$ cat src/rtl/core/rrs_pkg.sv
// Shared constants, codes, state type and control structs of the row ring store.
package rrs_pkg;

  localparam int DATA_BYTES = 65536;
  localparam int ROW_SLOTS  = 4096;
  localparam int ADDR_W     = $clog2(DATA_BYTES);
  localparam int SLOT_W     = $clog2(ROW_SLOTS);
  localparam int CNT_W      = SLOT_W + 1;
  localparam int LEN_W      = 17;
  localparam int ENT_W      = ADDR_W + LEN_W + 1;

  localparam logic [1:0] OP_APPEND = 2'd0;
  localparam logic [1:0] OP_READ   = 2'd1;
  localparam logic [1:0] OP_CLEAR  = 2'd2;

  localparam logic [1:0] ST_OK        = 2'd0;
  localparam logic [1:0] ST_TOO_LONG  = 2'd1;
  localparam logic [1:0] ST_NOT_FOUND = 2'd2;

  localparam logic [LEN_W-1:0] STORE_BYTES_RESET = 17'd65536;

  typedef enum logic [2:0] {
    S_IDLE,
    S_EXEC,
    S_EV_CHECK,
    S_EV_DROP,
    S_COMMIT,
    S_RD_ENT,
    S_RD_BYTE,
    S_FINISH
  } state_t;

  typedef struct packed {
    logic capture;
    logic cfg_wr;
    logic clear;
    logic reject;
    logic drop;
    logic commit;
    logic cont_byte;
    logic ent_sel;
    logic res_nf;
    logic res_zero;
    logic res_read;
    logic load_out;
  } cmd_t;

  typedef struct packed {
    logic [1:0] op;
    logic       first;
    logic       too_long;
    logic       need_drop;
    logic       row_oob;
    logic       byte_oob;
  } sts_t;

endpackage

$ cat src/rtl/core/rrs_ctrl.sv
// Controller state machine of the row ring store.
module rrs_ctrl (
  input  logic          clk,
  input  logic          rst,
  input  logic          in_valid,
  output logic          in_ready,
  input  logic          cfg_valid,
  output logic          cfg_ready,
  input  logic          out_ready,
  output logic          out_valid,
  output rrs_pkg::cmd_t cmd,
  input  rrs_pkg::sts_t sts
);
  import rrs_pkg::*;

  state_t state;
  state_t state_next;
  logic   out_free;

  assign out_free  = !out_valid || out_ready;
  assign in_ready  = (state == S_IDLE);
  assign cfg_ready = (state == S_IDLE);

  always_ff @(posedge clk) begin
    if (rst) begin
      state     <= S_IDLE;
      out_valid <= 1'b0;
    end else begin
      state <= state_next;
      if (cmd.load_out) begin
        out_valid <= 1'b1;
      end else if (out_ready) begin
        out_valid <= 1'b0;
      end
    end
  end

  always_comb begin
    state_next = state;
    unique case (state)
      S_IDLE: begin
        if (in_valid) state_next = S_EXEC;
      end
      S_EXEC: begin
        unique case (sts.op)
          OP_APPEND: begin
            if (sts.first && !sts.too_long) state_next = S_EV_CHECK;
            else state_next = S_FINISH;
          end
          OP_READ: begin
            if (sts.row_oob) state_next = S_FINISH;
            else state_next = S_RD_ENT;
          end
          default: state_next = S_FINISH;
        endcase
      end
      S_EV_CHECK: begin
        if (sts.need_drop) state_next = S_EV_DROP;
        else state_next = S_COMMIT;
      end
      S_EV_DROP: state_next = S_EV_CHECK;
      S_COMMIT:  state_next = S_FINISH;
      S_RD_ENT: begin
        if (sts.byte_oob) state_next = S_FINISH;
        else state_next = S_RD_BYTE;
      end
      S_RD_BYTE: state_next = S_FINISH;
      S_FINISH: begin
        if (out_free) state_next = S_IDLE;
      end
      default: state_next = S_IDLE;
    endcase
  end

  always_comb begin
    cmd = '0;
    unique case (state)
      S_IDLE: begin
        cmd.capture = in_valid;
        cmd.cfg_wr  = cfg_valid;
      end
      S_EXEC: begin
        cmd.ent_sel = 1'b1;
        unique case (sts.op)
          OP_APPEND: begin
            if (sts.first) cmd.reject = sts.too_long;
            else cmd.cont_byte = 1'b1;
          end
          OP_READ:  cmd.res_nf = sts.row_oob;
          OP_CLEAR: begin
            cmd.clear    = 1'b1;
            cmd.res_zero = 1'b1;
          end
          default: cmd.res_zero = 1'b1;
        endcase
      end
      S_EV_CHECK: cmd.ent_sel = 1'b0;
      S_EV_DROP:  cmd.drop = 1'b1;
      S_COMMIT:   cmd.commit = 1'b1;
      S_RD_ENT: begin
        cmd.ent_sel = 1'b1;
        cmd.res_nf  = sts.byte_oob;
      end
      S_RD_BYTE: begin
        cmd.ent_sel  = 1'b1;
        cmd.res_read = 1'b1;
      end
      S_FINISH: cmd.load_out = out_free;
      default: cmd = '0;
    endcase
  end

endmodule

$ cat config.mk
export PLATFORM = sky130hd
export DESIGN_NAME = rrs_ctrl
export DESIGN_NICKNAME = d
export VERILOG_FILES = /design/src/rtl/core/rrs_pkg.sv /design/src/rtl/core/rrs_ctrl.sv
export SDC_FILE = /design/constraint.sdc
export NUM_CORES = 1
export LEC_CHECK = 0
export ABC_AREA = 1
export BUFFER_PORTS_ARGS = -buffer_cell sky130_fd_sc_hd__clkbuf_2
export CAP_MARGIN = 40
export CORE_AREA = 4 4 41 43
export CTS_CLUSTER_SIZE = 25
export DETAILED_ROUTE_END_ITERATION = 7
export DIE_AREA = 0 0 45 47
export PLACE_DENSITY = 0.66
export SYNTH_ARGS = -nofsm -noshare
export SYNTH_HDL_FRONTEND = slang
export SYNTH_SLANG_ARGS = --single-unit
$ cat constraint.sdc
create_clock -name clk -period 1.5 [get_ports clk]
set_clock_uncertainty 0.05 [all_clocks]
set_input_delay 0.15 -clock clk [delete_from_list [all_inputs] [get_ports clk]]
set_output_delay 0.15 -clock clk [all_outputs]
set_load 0.05 [all_outputs]
After elaboration in Yosys (flattened, before gate mapping). Index checks and enable logic that the tools add are counted.

Register bits: 4. Latch bits: 0. Memory bits (writable): 0. ROM bits: 0. Input bits: 12. Output and inout bits: 15. Logic and storage cells: 51. Memories kept: 0.

Add/subtract/negate cells: 0. Multiply operators: 0. Divide/modulo/power cells: 0. $lt $le $gt $ge: 0. Equality and inequality tests: 11. Shift-type cells: 0. Mux-type cells: 27. Bitwise logic cells: 0. Reductions and logical operators: 11.

Operator list (count): one-hot mux 3 bit (7 select lines) (1); two-way mux 1 bit (17); == test 3 bit (second input constant) (4); two-way mux 3 bit (4); == test 3 x 2 -> 1 bit (second input constant) (2); two-way mux 2 bit (3); one-hot mux 3 bit (2 select lines) (1); != test 2 bit (second input constant) (2); OR reduction 2 bit (2); == test 3 x 1 -> 1 bit (second input constant) (1); zero test 3 bit (1); OR reduction 3 bit (1); == test 2 x 1 -> 1 bit (second input constant) (1); == test 2 bit (second input constant) (1); zero test 1 bit (2); zero test 2 bit (1); one-hot mux 1 bit (2 select lines) (1); AND reduction 2 bit (1); nonzero test 2 bit (1); logical AND 1 bit (1); logical OR 1 bit (1).

Logic depth before layout (Yosys ltp).
Depth after elaboration: 5. Gate-level depth with buffers: 7.

Worst setup path before layout. OpenSTA, ideal clock, no wires.

Kind: flip-flop to output port. From: register state[1]. To: output cmd[9] (netlist name). Arrival: 1.761 ns. Required time: 1.300 ns. Slack: -0.461 ns. Stages on the path, launching flop included: 6. Buffers on the path: 0. Cells stage by stage: dfxtp_1 > inv_2 > nand2_2 > nor2_2 > inv_1 > nor3_1.

RTL lines: start: declaration (RTL line rrs_ctrl.sv:16) `state_t state;`; start signal: assignment (RTL line rrs_ctrl.sv:29) `state <= state_next;`; end: declaration (RTL line rrs_ctrl.sv:11) `output rrs_pkg::cmd_t cmd,`.

==> out/metrics.yaml <==
setup_path:
  ff2ff_path_depth: 7
  start_kind: "flop"
  path_class: "reg2out"
  worstReg2RegEnd: "state[1]"
  setup.worst_path.end_class: "output pin"
  cp.required_ps: 1300
  cp-startpoint: "state[0]"
  r2r-start: "state[1]"
  reg2reg_slack_ps: 360
  cp_max_fo: 5
  critPathArrivalTime_ps: 1260
die:
  ios: 27
  core_um2: 1300
  rows: 13
  die_y_um: 47
  fp.dieW_um: 45
  initial_core_util_pct: 30.0
  die-area_um2: 2120
layout:
  final_area_um2: 649
  nNetsFinal: 111
  final_common_cell: "clkbuf_2"
  fillerInstances: 139
  syn2layout_area_growth_pct: 66.3
  seqCellArea_um2: 83.8
  antennaDiodeCount: 0
  multiInputGateArea_um2: 280
  drive_above_1_share_pct: 49.5
  layout_common_cells: "clkbuf_2 (16), nor2_1 (15), inv_1 (13)"
global_routing:
  grt_max_degree: 7
  grt_pass1_wl_um: 1930
  grt_pass1_vias: 504
  grt-ovfl-total: 0
  antenna_found_initial: 0
  grt_use_total_pct: 11.8
yosys:
  yosys_warnings: 0
  synth-compound-area-share_pct: 9.62
  synth_area_um2: 390
  ys_types: 19
  syn-num-nets: 80
  synthCells: 68
  synth-simple-area-share_pct: 52.6
  syn_avg_cell_area_um2: 5.74
  synth_top_family_by_area: "simple AND/OR/NAND/NOR gates"
  synthAdderAreaFrac_pct: 0
  synth_xor_area_share_pct: 0
  ys_ff_latch: 4
  ys_seq_area_share_pct: 20.5
  yosys-mux-area-fraction_pct: 0
sta:
  worst_pin_slew_ps: 280
  fin_crit_sh_pct: 97.6
  finalHoldViolations: 0
  min_period_ps: 1460
  fmaxAchievable_ghz: 0.683
  timing.slew.headroom_pct: 81.4
  finalSetupViolations: 0
  drv_slew: 0
  rsz0062_at_grt: "true"
status:
  status: "finished, final reports clean"
route:
  drt_iter0_markers: 12
  via_count: 520
  wl_um: 1070
  drt-vias-per-instance: 4.64
  dr.pass1.iters: 4
  ant_nets: 0
  drc: 0
  drt-wirelength-per-cell_um: 9.55
place:
  numPortBuffers: 26
  post_dp_cell_area_um2: 562
  gp_congestion: 0.792
  dp_hpwl_um: 873
power:
  powerDensity_nw_per_um2: 2400
  vdd_drop_max_mv: 1.29
  power_w: 0.00156
  power.leakage_nw: 0.353
min_path:
  hold_path_class: "in2reg"
  worstHoldStart: "rst"
  holdPathEnd: "state[1]"
  hold_depth: 2
cts:
  cts-root-buf: "clkbuf_4"
  cts_setup_buffers: 0
  numCtsBuffers: 3
  cts_tree: "done"
  holdBufCountCts: 0
  clock-sinks: 4
  path_clk_slew_ps: 40
  clk_latency_ps: 230
  ctsHtreeMaxLevel: 1
  cts_buffer_depth: 2
run:
  maxCapViolations: 0
worst max-delay path by stage:
stage | end | slack, ps | cells after the start
4_1_cts | cmd[5] | -5 | 6
3_5_place_dp | cmd[5] | 80 | 5
3_3_place_gp | cmd[5] | 120 | 5
6_report | cmd[5] | 40 | 5
5_1_grt | cmd[5] | -10 | 6
2_1_floorplan | cmd[2] | -110 | 5
metrics by stage:
stage / setup slack, ps / setup TNS [ps] / cells / utilization, % / hold slack [ps]
floorplan: -110 / -290 / 68 / - / 172
global placement: 119 / 0 / 109 / 43.2 / 291
detailed placement: 79.9 / 0 / 109 / 43.2 / 286
CTS: -5.36 / -5.36 / 112 / 47.9 / 51.0
global route: -13.6 / -13.6 / 112 / 49.9 / 49.8
finish: 36.1 / 0 / 112 / 49.9 / 42.9
critical path, stage by stage (launching register included):
cell	delay [ps]
dfxtp_2	380
nand2_4	80
nor2_4	120
inv_4	70
nor4_4	150
clkbuf_8	230
synthesized netlist by cell type:
cell      count  area share, %
nor2_4        1            2.9
nand3_1       5            6.4
a21oi_1       1            1.3
nand2_1       7            6.7
nand3b_1      2            3.8
nor2_2        1            1.6
inv_1        14             13
nor3_1        1            1.3
o21a_1        1            1.9
inv_2         2            1.9
o21ai_2       1            2.2
nor2_1       16             15
nand2_2       4            6.4
o21ai_0       2            2.6
o22ai_1       1            1.6
nor4_2        1            3.2
dfxtp_1       4             21
nand4_1       3            4.8
buf_4         1            1.9
where the power goes:
part           switching, W  internal (W)  leakage, nW  total [W]
clock network     0.0000424     0.0000894       0.0138   0.000132
logic              0.000866      0.000337        0.305    0.00120
registers         0.0000674      0.000158       0.0339   0.000226
what timing repair did:
action / in CTS / in global routing
pin swaps: 0 / 0
resized for setup: 13 / 14
setup endpoints to repair: 10 / 10
cell families after synthesis:
kind of cell / Yosys count
simple gates: 41
buf+inv: 17
flops: 4
compound gates: 6
metal layers:
layer	global-route usage [%]	vias up	wire length (µm)	part of all wire [%]
li1	-	273	-	-
met1	13.2	230	439	41
met2	21.5	17	538	50
met3	3.83	0	91	8.5
met4	3.51	0	0	0
met5	0	-	0	0
state kept, by name, indices dropped and copies added, names as in the netlist:
register,count
out_valid,1
state,3
final cells by class:
cell class | instances | area share [%]
sequential | 4 | 12.9
inverter | 16 | 10.0
multi-input combinational | 47 | 43.2
timing repair buffer | 27 | 27.6
tap | 15 | 2.89
clock buffer | 3 | 3.47
Note: power is estimated with default switching activity, not from simulation.
